**src/hdl/sla_pkg.sv**
```systemverilog
package sla_pkg;

  localparam int NUM_ACTIONS  = 4;
  localparam int NUM_FEATURES = 32;
  localparam int TABLE_SIZE   = NUM_ACTIONS * NUM_FEATURES;

  localparam int ACT_W  = $clog2(NUM_ACTIONS);
  localparam int FEAT_W = (NUM_FEATURES > 1) ? $clog2(NUM_FEATURES) : 1;
  localparam int IDX_W  = $clog2(TABLE_SIZE);
  localparam int N_W    = $clog2(NUM_FEATURES + 1);

  localparam int W_W    = 32;
  localparam int TR_W   = 17;
  localparam int CFG_W  = 16;
  localparam int REW_W  = 16;
  localparam int SEED_W = 16;
  localparam int Q_W    = 40;
  localparam int MAG_W  = 40;
  localparam int HALF_W = 20;
  localparam int ACC_W  = 64;
  localparam int DIV_W  = 42;
  localparam int CNT_W  = $clog2(DIV_W + 1);

  localparam logic [TR_W-1:0] TRACE_ONE = TR_W'(65536);
  localparam logic [31:0] FEAT_MASK =
    (NUM_FEATURES >= 32) ? 32'hFFFF_FFFF : 32'((64'd1 << NUM_FEATURES) - 64'd1);

  localparam logic [CFG_W-1:0] STEP_RST  = 16'd6554;
  localparam logic [CFG_W-1:0] EXPL_RST  = 16'd6554;
  localparam logic [CFG_W-1:0] DECAY_RST = 16'd58982;
  localparam logic [SEED_W-1:0] LFSR_TAPS = 16'hB400;

  localparam logic [1:0] REG_STEP  = 2'd0;
  localparam logic [1:0] REG_EXPL  = 2'd1;
  localparam logic [1:0] REG_DECAY = 2'd2;

  localparam logic [1:0] OP_LEARN  = 2'd0;
  localparam logic [1:0] OP_GREEDY = 2'd1;
  localparam logic [1:0] OP_REWARD = 2'd2;

  localparam logic [1:0] KIND_EXPLORE = 2'd0;
  localparam logic [1:0] KIND_GREEDY  = 2'd1;
  localparam logic [1:0] KIND_NONE    = 2'd2;

  typedef enum logic [4:0] {
    S_IDLE, S_Q_RD, S_Q_ACC, S_Q_DONE, S_DELTA,
    S_DEC_RD, S_DEC_MUL, S_DEC_WR,
    S_STEP_M0, S_STEP_M1, S_STEP_FIN,
    S_UPD_RD, S_UPD_M0, S_UPD_M1, S_UPD_DS, S_UPD_DIV, S_UPD_WR,
    S_FIN
  } state_t;

  typedef enum logic [1:0] {QM_GREEDY, QM_CUR, QM_PREV} qmode_t;

  typedef enum logic [2:0] {MAC_NOP, MAC_CLR, MAC_ADD, MAC_MUL_LO, MAC_MUL_HI} mac_op_t;

  typedef struct packed {
    mac_op_t                  op;
    logic [HALF_W-1:0]        a;
    logic [TR_W-1:0]          b;
    logic signed [ACC_W-1:0]  addend;
  } mac_ctl_t;

  function automatic logic feat_on(input logic [31:0] mask, input logic [FEAT_W-1:0] f);
    logic [63:0] ext;
    ext = 64'(mask);
    return ext[f];
  endfunction

  function automatic logic [SEED_W-1:0] lfsr_step(input logic [SEED_W-1:0] s);
    logic [SEED_W-1:0] n;
    n = s >> 1;
    if (s[0]) begin
      n = n ^ LFSR_TAPS;
    end
    return n;
  endfunction

endpackage

```
**src/hdl/sla_div.sv**
```systemverilog
module sla_div (
  input  logic                        clk,
  input  logic                        rst_n,
  input  logic                        start,
  input  logic [sla_pkg::DIV_W-1:0]   dividend,
  input  logic [sla_pkg::N_W-1:0]     divisor,
  output logic                        done,
  output logic [sla_pkg::DIV_W-1:0]   quot
);

  logic                        busy_r, busy_nxt;
  logic                        done_r, done_nxt;
  logic [sla_pkg::CNT_W-1:0]   cnt_r, cnt_nxt;
  logic [sla_pkg::DIV_W-1:0]   quot_r, quot_nxt;
  logic [sla_pkg::N_W-1:0]     rem_r, rem_nxt;
  logic [sla_pkg::N_W-1:0]     dvs_r, dvs_nxt;
  logic [sla_pkg::N_W:0]       trial;

  assign done = done_r;
  assign quot = quot_r;
  assign trial = {rem_r, quot_r[sla_pkg::DIV_W-1]};

  always_comb begin
    busy_nxt = busy_r;
    done_nxt = 1'b0;
    cnt_nxt  = cnt_r;
    quot_nxt = quot_r;
    rem_nxt  = rem_r;
    dvs_nxt  = dvs_r;
    if (start) begin
      busy_nxt = 1'b1;
      cnt_nxt  = '0;
      quot_nxt = dividend;
      rem_nxt  = '0;
      dvs_nxt  = divisor;
    end else if (busy_r) begin
      if (trial >= {1'b0, dvs_r}) begin
        rem_nxt  = sla_pkg::N_W'(trial - {1'b0, dvs_r});
        quot_nxt = {quot_r[sla_pkg::DIV_W-2:0], 1'b1};
      end else begin
        rem_nxt  = sla_pkg::N_W'(trial);
        quot_nxt = {quot_r[sla_pkg::DIV_W-2:0], 1'b0};
      end
      cnt_nxt = cnt_r + 1'b1;
      if (cnt_r == sla_pkg::CNT_W'(sla_pkg::DIV_W - 1)) begin
        busy_nxt = 1'b0;
        done_nxt = 1'b1;
      end
    end
  end

  always_ff @(posedge clk) begin
    if (!rst_n) begin
      busy_r <= 1'b0;
      done_r <= 1'b0;
    end else begin
      busy_r <= busy_nxt;
      done_r <= done_nxt;
    end
    cnt_r  <= cnt_nxt;
    quot_r <= quot_nxt;
    rem_r  <= rem_nxt;
    dvs_r  <= dvs_nxt;
  end

endmodule

```
**config.mk**
```make
export PLATFORM = sky130hd
export DESIGN_NAME = sla_div
export DESIGN_NICKNAME = d
export VERILOG_FILES = /design/src/hdl/sla_pkg.sv /design/src/hdl/sla_div.sv
export SDC_FILE = /design/constraint.sdc
export NUM_CORES = 1
export LEC_CHECK = 0
export BUFFER_PORTS_ARGS = -buffer_cell sky130_fd_sc_hd__buf_2
export CORE_MARGIN = 2
export CORE_UTILIZATION = 52
export CTS_BUF_LIST = sky130_fd_sc_hd__clkbuf_4
export DETAILED_ROUTE_END_ITERATION = 12
export PLACE_DENSITY = 0.82
export REMOVE_ABC_BUFFERS = 1
export SETUP_SLACK_MARGIN = 0.02
export SLEW_MARGIN = 5
export SYNTH_ARGS = -nofsm -noshare
export SYNTH_HDL_FRONTEND = slang
export SYNTH_SLANG_ARGS = --single-unit
```
**constraint.sdc**
```tcl
create_clock -name clk -period 2.7 [get_ports clk]
set_clock_uncertainty 0.15 [all_clocks]
set_input_delay 0.54 -clock clk [delete_from_list [all_inputs] [get_ports clk]]
set_output_delay 0.54 -clock clk [all_outputs]
set_load 0.01 [all_outputs]
```
==> results.yml, run 1 <==
logic_synthesis:
  synth_area_per_cell_um2: 14.0
  ys_seq_area_frac: 0.602
  synth.distinct_cells: 33
  syn_area_mm2: 0.00286
  ys.warnings.count: 0
  ys_ff_latch: 62
  synthCells: 204
clocking:
  cts_buffers: 9
  cts_buffer_depth: 2
  htree_levels: 3
  clock-sinks: 62
  cts_hold_buffers: 0
  cts_tree: "done"
  root_buffer: "clkbuf_4"
  cts_setup_buffers: 0
  cts_resized: 0
  clock_latency_ns: 0.40
  path_clk_slew_ns: 0.10
power:
  power_leakage_nw: 1.53
  peakVddDrop_v: 0.000608
  p_per_area_mw_per_mm2: 648
  fin_total_pwr_mw: 2.32
cells_and_area:
  final_cell_mix: "buf_2, edfxtp_1, mux2_2"
  area_delta_synth_final_pct: 25.1
  nNetsFinal: 365
  drive_above_1_share: 0.518
  layout_commonest_cell: "buf_2"
  insertedDiodeCount: 0
detailed_routing:
  dr_total_vias: 1960
  vias_per_cell: 5.17
  drt-initial-drc-count: 94
  wl_met2_um: 2700
  finalWirelength_um: 5600
  top_layer: "met4"
  ant_nets: 0
  route.detailed.drc: 0
  wire_per_inst_um: 14.8
  met1Wirelength_um: 2380
  first_pass_iters: 4
  wl_met3_um: 419
critical_path:
  critPathCaptureType: "flop"
  max_stage_delay_ns: 0.36
  crit_type: "reg2reg"
  cp_max_fo: 9
  cp-start-kind: "flop"
  arrival_ns: 2.48
  regToRegEndpoint: "rem_r[1]$_SDFFE_PP0P_"
  required_ns: 2.83
  r2r_setup_slack_ns: 0.35
  r2r_start: "dvs_r[4]$_DFFE_PP_"
  crit_chain: "inv_1, ha_1, a21o_1, a211o_1, a41o_1, nor4bb_1, or3_1"
  reg2reg_depth: 7
  crit_path_top_delay_cell: "or3_1"
sta:
  setup_tns_ns: 0
  timing.fmax_mhz: 426
  rsz0062_at_grt: "false"
  slew_viol_final: 0
  period_minus_slack_ns: 2.35
  tightest_slew_ns: 0.407
  maxSlewHeadroom: 0.729
  timing.hold.ws_ns: 0.168
  setup_viol: 0
  finalCritPeriodShare: 0.869
  hold_viol: 0
run:
  cap_violations: 0
floorplan:
  fp.dieH_um: 78.2
  coreArea_mm2: 0.00520
  die_w_um: 78.2
  num_rows: 26
  pin_count: 94
  initial_core_util: 0.549
  fp.dieArea_mm2: 0.00611
place:
  dp_hpwl_um: 4060
  gp_congestion: 0.766
  io_buffers: 93
global_route:
  antenna_found_initial: 0
  grt_pass1_vias: 2020
  grt_usage: 0.197
  gr-total-overflow: 0
  grt_max_degree: 29
  grt_pass1_wl_um: 9310
run_status:
  outcome: "completed"
min_path:
  holdPathEnd: "dvs_r[2]$_DFFE_PP_"
  hold_path.startpoint: "divisor[2]"
  hp-class: "in2reg"
  hold_depth: 1
==> cell type report <==
cell class              instances  area, um^2
well taps                      70        87.6
multi-input cells             123        1060
flip-flops and latches         62        1720
clock inverters                 5        73.8
clock buffers                  11        82.6
inverters                      10        37.5
repair buffers                 98         515
fillers                       377        1630
==> per-stage QoR <==
stage	worst slack [ns]	cell area, um^2	util	instances
detailed placement	0.369	3420	0.657	363
CTS	0.346	3580	0.687	379
finish	0.355	3580	0.687	379
global route	0.243	3580	0.687	379
global placement	0.418	3420	0.657	363
floorplan	0.516	2820	-	195
==> worst max path at each step <==
| stage | start | end | slack (ns) | cells past startpoint |
|---|---|---|---|---|
| floorplan | quot[41]$_DFFE_PP_ | rem_r[0]$_SDFFE_PP0P_ | 0.52 | 7 |
| global placement | dvs_r[4]$_DFFE_PP_ | rem_r[1]$_SDFFE_PP0P_ | 0.42 | 7 |
| detailed placement | dvs_r[4]$_DFFE_PP_ | rem_r[1]$_SDFFE_PP0P_ | 0.37 | 7 |
| CTS | dvs_r[4]$_DFFE_PP_ | rem_r[1]$_SDFFE_PP0P_ | 0.35 | 7 |
| global route | quot[41]$_DFFE_PP_ | rem_r[0]$_SDFFE_PP0P_ | 0.24 | 7 |
| finish | dvs_r[4]$_DFFE_PP_ | rem_r[1]$_SDFFE_PP0P_ | 0.35 | 7 |
==> flip-flops by register name, summed over array words and instances (netlist names) <==
register / cells
quot: 42
rem_r: 6
dvs_r: 6
busy_r: 1
done: 1
cnt_r: 6
==> critical path, delay by kind of cell (launching register included) <==
| kind | cells | cell delay [ns] |
|---|---|---|
| and+or+nand+nor | 2 | 0.56 |
| AOI/OAI and AO/OA | 3 | 0.82 |
| buffers and inverters | 1 | 0.04 |
| DFF | 1 | 0.33 |
| adders and majority gates | 1 | 0.33 |
==> metal layers <==
layer | track usage | vias up
li1 | - | 955
met1 | 0.254 | 932
met2 | 0.303 | 62
met3 | 0.0690 | 11
met4 | 0.0877 | 0
met5 | 0 | -
==> cells in the mapped netlist <==
| master | n | area [um^2] |
|---|---|---|
| nand4_1 | 2 | 12.5 |
| mux2i_1 | 3 | 30.0 |
| nor4bb_1 | 2 | 20.0 |
| a21oi_1 | 6 | 30.0 |
| edfxtp_1 | 48 | 1440 |
| buf_1 | 6 | 22.5 |
| dfxtp_1 | 14 | 280 |
| a41o_1 | 1 | 10.0 |
| a211oi_2 | 1 | 12.5 |
| fa_1 | 1 | 20.0 |
| nand2_1 | 6 | 22.5 |
| a211oi_1 | 5 | 37.5 |
| nor3b_1 | 2 | 15.0 |
| o21a_1 | 1 | 7.51 |
| mux2_4 | 1 | 15.0 |
| xor2_1 | 5 | 43.8 |
| a21o_1 | 1 | 7.51 |
| mux2_2 | 43 | 484 |
| nand2b_1 | 2 | 12.5 |
| or3_1 | 2 | 12.5 |
| xnor2_1 | 2 | 17.5 |
| and2b_2 | 1 | 8.76 |
| inv_1 | 10 | 37.5 |
| nor2b_1 | 2 | 12.5 |
| a211o_1 | 1 | 8.76 |
| o21ai_0 | 5 | 25.0 |
| ha_1 | 9 | 113 |
| clkbuf_1 | 2 | 7.51 |
| nor3_1 | 2 | 10.0 |
| buf_6 | 1 | 11.3 |
| nor2_1 | 15 | 56.3 |
| a22oi_1 | 1 | 7.51 |
| or2_2 | 1 | 6.26 |
==> kinds of logic after synthesis <==
logic type	Yosys count	share of synthesized area
mux	47	0.185
fa+ha+maj	10	0.0464
xor+xnor	7	0.0214
flops	62	0.602
simple gates	37	0.0661
buf+inv	19	0.0276
compound gates	22	0.0512
==> power by group <==
group          internal (mW)  switching, mW  total [mW]
sequential              1.14         0.0491        1.19
combinational          0.210          0.205       0.415
clock                  0.391          0.328       0.719
total                   1.74          0.581        2.32
Power figures use the tool's default switching activity.
==> inputs of run 2 (changes only) <==
--- a/config.mk
+++ b/config.mk
@@ -6,11 +6,13 @@
 export NUM_CORES = 1
 export LEC_CHECK = 0
 export BUFFER_PORTS_ARGS = -buffer_cell sky130_fd_sc_hd__buf_2
+export CELL_PAD_IN_SITES_DETAIL_PLACEMENT = 0
+export CELL_PAD_IN_SITES_GLOBAL_PLACEMENT = 1
 export CORE_MARGIN = 2
-export CORE_UTILIZATION = 52
+export CORE_UTILIZATION = 41
 export CTS_BUF_LIST = sky130_fd_sc_hd__clkbuf_4
 export DETAILED_ROUTE_END_ITERATION = 12
-export PLACE_DENSITY = 0.82
+export PLACE_DENSITY_LB_ADDON = 0.1
 export REMOVE_ABC_BUFFERS = 1
 export SETUP_SLACK_MARGIN = 0.02
 export SLEW_MARGIN = 5
==> run 2 against run 1 <==
Net effect: sequential power about the same; non-clock buffer count down 1; clock power down 20%.
==> results.yml, run 2 (synthesized netlist as in run 1, its figures left out) <==
cells_and_area:
  fin_util: 0.525
  area_delta_synth_final_pct: 24.1
  largest_reg_flops: 42
  drive_above_1_share: 0.508
  stdcell_area_mm2: 0.00355
  seqCellArea_mm2: 0.00172
  insertedDiodeCount: 0
  nFillCells: 641
  multi_input_area_mm2: 0.00106
  nNetsFinal: 364
  layout_commonest_cell: "buf_2"
  final_cell_mix: "buf_2, edfxtp_1, mux2_2"
floorplan:
  die_w_um: 87.5
  num_rows: 30
  coreArea_mm2: 0.00676
  initial_core_util: 0.423
  pin_count: 94
  fp.dieH_um: 87.5
  fp.dieArea_mm2: 0.00766
sta:
  timing.fmax_mhz: 429
  setup_tns_ns: 0
  slew_viol_final: 0
  hold_viol: 0
  period_minus_slack_ns: 2.33
  rsz0062_at_grt: "false"
  maxSlewHeadroom: 0.738
  tightest_slew_ns: 0.393
  finalCritPeriodShare: 0.864
  finalWorstSetupSlack_ns: 0.368
  setup_viol: 0
critical_path:
  cp.depth: 7
  regToRegEndpoint: "rem_r[1]$_SDFFE_PP0P_"
  cp-start-kind: "flop"
  max_stage_delay_ns: 0.37
  required_ns: 2.81
  critical-path-top-delay-family: "compound AO/OA/AOI/OAI gates"
  crit_path_top_delay_cell: "or3_1"
  startpoint: "dvs_r[4]$_DFFE_PP_"
  worst-path-buf-inv: 1
  r2r_setup_slack_ns: 0.37
  critPathCaptureType: "flop"
  crit_chain: "inv_1, ha_1, a21o_1, a211o_1, a41o_1, nor4bb_1, or3_1"
  cp_max_fo: 9
  r2r_start: "dvs_r[4]$_DFFE_PP_"
  reg2reg_depth: 7
  crit_type: "reg2reg"
  arrival_ns: 2.44
min_path:
  hold_depth: 1
  holdPathEnd: "dvs_r[5]$_DFFE_PP_"
  hp-class: "in2reg"
  hold_path.startpoint: "divisor[5]"
global_route:
  gr-total-overflow: 0
  antenna_found_initial: 0
  grt_pass1_wl_um: 8650
  grt_usage: 0.148
  grt_max_degree: 34
  grt_pass1_vias: 1814
power:
  power_frac_clock: 0.265
  p_per_area_mw_per_mm2: 611
  p_int_mw: 1.61
  p_comb_frac: 0.188
  peakVddDrop_v: 0.000276
  power_leakage_nw: 1.50
  swShare: 0.256
  p_sw_uw: 555
  fin_total_pwr_mw: 2.17
  pwr-share-seq: 0.546
place:
  postPlaceCellArea_mm2: 0.00343
  io_buffers: 93
  gp_congestion: 0.741
  dp_hpwl_um: 3890
  dpl_worst_slack_ns: 0.384
run_status:
  outcome: "completed"
clocking:
  clock_latency_ns: 0.37
  cts_tree: "done"
  htree_levels: 3
  path_clk_slew_ns: 0.09
  clock-sinks: 62
  cts_buffers: 9
  cts_hold_buffers: 0
  cts_setup_buffers: 0
  root_buffer: "clkbuf_4"
  cts_resized: 0
  cts_buffer_depth: 2
detailed_routing:
  finalWirelength_um: 5380
  wire_per_inst_um: 13.9
  ant_nets: 0
  dr_total_vias: 1866
  first_pass_iters: 4
  vias_per_cell: 4.82
  drt-initial-drc-count: 88
  route.detailed.drc: 0
run:
  cap_violations: 0
run 2: changes by cell type in the layout (fill, tap and decap cells not counted):
| cell | before | now |
|---|---|---|
| clkbuf_4 | 11 | 9 |
| clkinvlp_4 | 0 | 1 |
| buf_4 | 4 | 3 |
| clkinv_1 | 1 | 3 |
| bufinv_16 | 2 | 1 |
| clkinv_2 | 2 | 1 |
run 2: how the worst max path moves through the flow:
stage               slack (ns)                     to
floorplan                 0.52  rem_r[0]$_SDFFE_PP0P_
global placement          0.40  rem_r[1]$_SDFFE_PP0P_
detailed placement        0.38  rem_r[1]$_SDFFE_PP0P_
CTS                       0.36  rem_r[0]$_SDFFE_PP0P_
global route              0.25  rem_r[1]$_SDFFE_PP0P_
finish                    0.37  rem_r[1]$_SDFFE_PP0P_
run 2: cell type report:
type | count | area share
clock inverter | 6 | 0.0152
multi-input combinational | 123 | 0.298
clock buffer | 9 | 0.0190
timing repair buffer | 97 | 0.143
inverter | 10 | 0.0106
sequential | 62 | 0.485
tap | 80 | 0.0282
run 2: worst reg2reg max path: stages (launching register included):
cell,delay [ns]
edfxtp_1,0.33
inv_1,0.04
ha_1,0.34
a21o_1,0.18
a211o_1,0.28
a41o_1,0.34
nor4bb_1,0.20
or3_1,0.37
run 2: power by group through the flow:
stage | clock [mW] | combinational [mW] | sequential, mW
floorplan | 0 | 0.209 | 1.24
global placement | 0 | 0.415 | 1.21
detailed placement | 0 | 0.414 | 1.21
CTS | 0.604 | 0.415 | 1.19
global route | 0.649 | 0.452 | 1.20
finish | 0.575 | 0.408 | 1.18
run 2: metrics by stage:
stage	hold slack (ns)	instances
floorplan	0.297	195
global placement	0.320	372
global route	0.143	387
finish	0.191	387
CTS	0.153	387
detailed placement	0.320	372
run 2: routing by layer:
metal | share of wire | global-route usage
met5 | 0 | 0
met4 | 0.0091 | 0.0671
met3 | 0.069 | 0.0578
met2 | 0.47 | 0.218
met1 | 0.46 | 0.194
==> inputs of run 3 (changes only) <==
--- a/config.mk
+++ b/config.mk
@@ -5,12 +5,14 @@
 export SDC_FILE = /design/constraint.sdc
 export NUM_CORES = 1
 export LEC_CHECK = 0
+export ABC_AREA = 1
 export BUFFER_PORTS_ARGS = -buffer_cell sky130_fd_sc_hd__buf_2
 export CELL_PAD_IN_SITES_DETAIL_PLACEMENT = 0
 export CELL_PAD_IN_SITES_GLOBAL_PLACEMENT = 1
 export CORE_MARGIN = 2
-export CORE_UTILIZATION = 41
+export CORE_UTILIZATION = 39
 export CTS_BUF_LIST = sky130_fd_sc_hd__clkbuf_4
+export CTS_CLUSTER_SIZE = 25
 export DETAILED_ROUTE_END_ITERATION = 12
 export PLACE_DENSITY_LB_ADDON = 0.1
 export REMOVE_ABC_BUFFERS = 1
==> run 3 against run 2 <==
Net effect: cell count rose by 37%; routed wire length up 21%; worst hold slack worse by 0.018 ns; sequential share of layout area is 2.4 points lower; non-clock buffer count unchanged; synthesized cell count rose by 61%; die area rose by 8.0%; highest routed layer unchanged.
==> results.yml, run 3 <==
run:
  cap_violations: 0
floorplan:
  fp.dieH_um: 90.9
  pin_count: 94
  coreArea_mm2: 0.00729
  num_rows: 31
  fp.dieArea_mm2: 0.00827
  initial_core_util: 0.404
  die_w_um: 90.9
power:
  peakVddDrop_v: 0.000312
  p_sw_uw: 623
  p_comb_frac: 0.172
  swShare: 0.257
  power_leakage_nw: 1.89
  fin_total_pwr_mw: 2.43
  power_frac_clock: 0.340
  p_int_mw: 1.80
  pwr-share-seq: 0.487
  p_per_area_mw_per_mm2: 650
cells_and_area:
  final_cell_mix: "nand2_1, buf_2, edfxtp_1"
  stdcell_area_mm2: 0.00373
  area_delta_synth_final_pct: 26.7
  nFillCells: 764
  seqCellArea_mm2: 0.00172
  insertedDiodeCount: 0
  largest_reg_flops: 42
  layout_commonest_cell: "nand2_1"
  nNetsFinal: 487
  multi_input_area_mm2: 0.00107
  drive_above_1_share: 0.288
  fin_util: 0.512
  final_cells: 530
clocking:
  cts_buffer_depth: 2
  root_buffer: "clkbuf_4"
  cts_tree: "done"
  path_clk_slew_ns: 0.10
  cts_buffers: 9
  clock-sinks: 62
  cts_hold_buffers: 0
  htree_levels: 3
  cts_setup_buffers: 0
  clock_latency_ns: 0.39
  cts_resized: 0
logic_synthesis:
  synth-main-ff-cell: "edfxtp_1"
  yosysMostFrequentCell: "nand2_1"
  syn_area_mm2: 0.00295
  synth.distinct_cells: 26
  synth_edf_count: 48
  synthArstFlopShare: 0
  ys_seq_area_frac: 0.584
  yosysTopAreaCell: "edfxtp_1"
  synth_commonest_cells: "nand2_1, edfxtp_1, inv_1"
  ys_ff_latch: 62
  synth_area_leaders: "edfxtp_1, nand2_1, dfxtp_1, ha_1, inv_1"
  ys.warnings.count: 0
  synth.top_cell.area_share: 0.489
  synth_area_per_cell_um2: 8.98
  synthCells: 328
sta:
  setup_tns_ns: 0
  setup_viol: 0
  period_minus_slack_ns: 1.87
  finalWorstSetupSlack_ns: 0.829
  hold_viol: 0
  timing.hold.ws_ns: 0.173
  finalCritPeriodShare: 0.693
  timing.fmax_mhz: 534
  tightest_slew_ns: 0.651
  rsz0062_at_grt: "false"
  slew_viol_final: 0
  maxSlewHeadroom: 0.565
detailed_routing:
  finalWirelength_um: 6510
  drt-initial-drc-count: 106
  wire_per_inst_um: 12.3
  vias_per_cell: 4.48
  first_pass_iters: 5
  dr_total_vias: 2377
  ant_nets: 0
  route.detailed.drc: 0
run_status:
  outcome: "completed"
global_route:
  grt_pass1_wl_um: 10800
  grt_pass1_vias: 2248
  grt_usage: 0.165
  grt_max_degree: 46
  gr-total-overflow: 0
  antenna_found_initial: 0
critical_path:
  cp-start-kind: "flop"
  crit_type: "reg2reg"
  critical-path-top-delay-family: "compound AO/OA/AOI/OAI gates"
  crit_chain: "inv_1, ha_1, nand2_2, nor2_2, a21oi_2, a31oi_1"
  critPathCaptureType: "flop"
  cp_max_fo: 7
  regToRegEndpoint: "quot[0]$_DFFE_PP_"
  arrival_ns: 1.84
  max_stage_delay_ns: 0.35
  required_ns: 2.66
  reg2reg_depth: 6
  r2r_setup_slack_ns: 0.83
  crit_path_top_delay_cell: "a21oi_2"
  worst-path-buf-inv: 1
  r2r_start: "dvs_r[3]$_DFFE_PP_"
place:
  io_buffers: 93
  gp_congestion: 0.820
  dp_hpwl_um: 4610
  postPlaceCellArea_mm2: 0.00355
  placed_cells: 514
  dpl_worst_slack_ns: 0.777
min_path:
  holdPathEnd: "dvs_r[4]$_DFFE_PP_"
  hp-class: "in2reg"
  hold_depth: 1
  hold_path.startpoint: "divisor[4]"
## run 3: cell families after synthesis
kind of cell	Yosys count	synth area share
AND/OR/NAND/NOR	204	0.293
AO/OA/AOI/OAI	11	0.0208
buffers and inverters	39	0.0514
adder cells (fa/ha/maj)	10	0.0450
flip-flops	62	0.584
XOR/XNOR	2	0.00595
## run 3: how the worst max path moves through the flow
stage / endpoint / depth (start not counted) / slack [ns] / startpoint
2_1_floorplan: quot[0]$_DFFE_PP_ / 2 / 0.66 / start
3_3_place_gp: quot[0]$_DFFE_PP_ / 6 / 0.79 / dvs_r[3]$_DFFE_PP_
3_5_place_dp: quot[21]$_DFFE_PP_ / 5 / 0.78 / start
4_1_cts: quot[0]$_DFFE_PP_ / 5 / 0.81 / rem_r[2]$_SDFFE_PP0P_
5_1_grt: rem_r[4]$_SDFFE_PP0P_ / 10 / 0.71 / quot[41]$_DFFE_PP_
6_report: quot[0]$_DFFE_PP_ / 6 / 0.83 / dvs_r[3]$_DFFE_PP_
## run 3: per-layer routing
layer	vias to the layer above	share of wire	GRT usage	wire length, um
met5	-	0	0	0
met4	0	0.010	0.0417	67
met3	7	0.075	0.0735	490
met2	54	0.43	0.244	2810
met1	1067	0.48	0.221	3140
li1	1249	-	-	-
## run 3: cell type report
class / instances / share of cell area
sequential: 62 / 0.461
multi-input combinational: 227 / 0.288
timing repair buffer: 97 / 0.139
tap: 99 / 0.0332
inverter: 29 / 0.0292
clock inverter: 4 / 0.0255
clock buffer: 12 / 0.0241
## run 3: worst reg2reg max path, stage by stage, from the launching register on
cell	delay [ns]
edfxtp_1	0.33
inv_1	0.04
ha_1	0.33
nand2_2	0.19
nor2_2	0.06
a21oi_2	0.35
a31oi_1	0.15
## run 3: power by group through the flow
stage	Clock, mW	Sequential [mW]	Combinational [mW]
3_3_place_gp	0	1.20	0.423
4_1_cts	0.854	1.18	0.426
5_1_grt	0.887	1.20	0.475
3_5_place_dp	0	1.20	0.425
2_1_floorplan	0	1.23	0.219
6_report	0.825	1.18	0.418
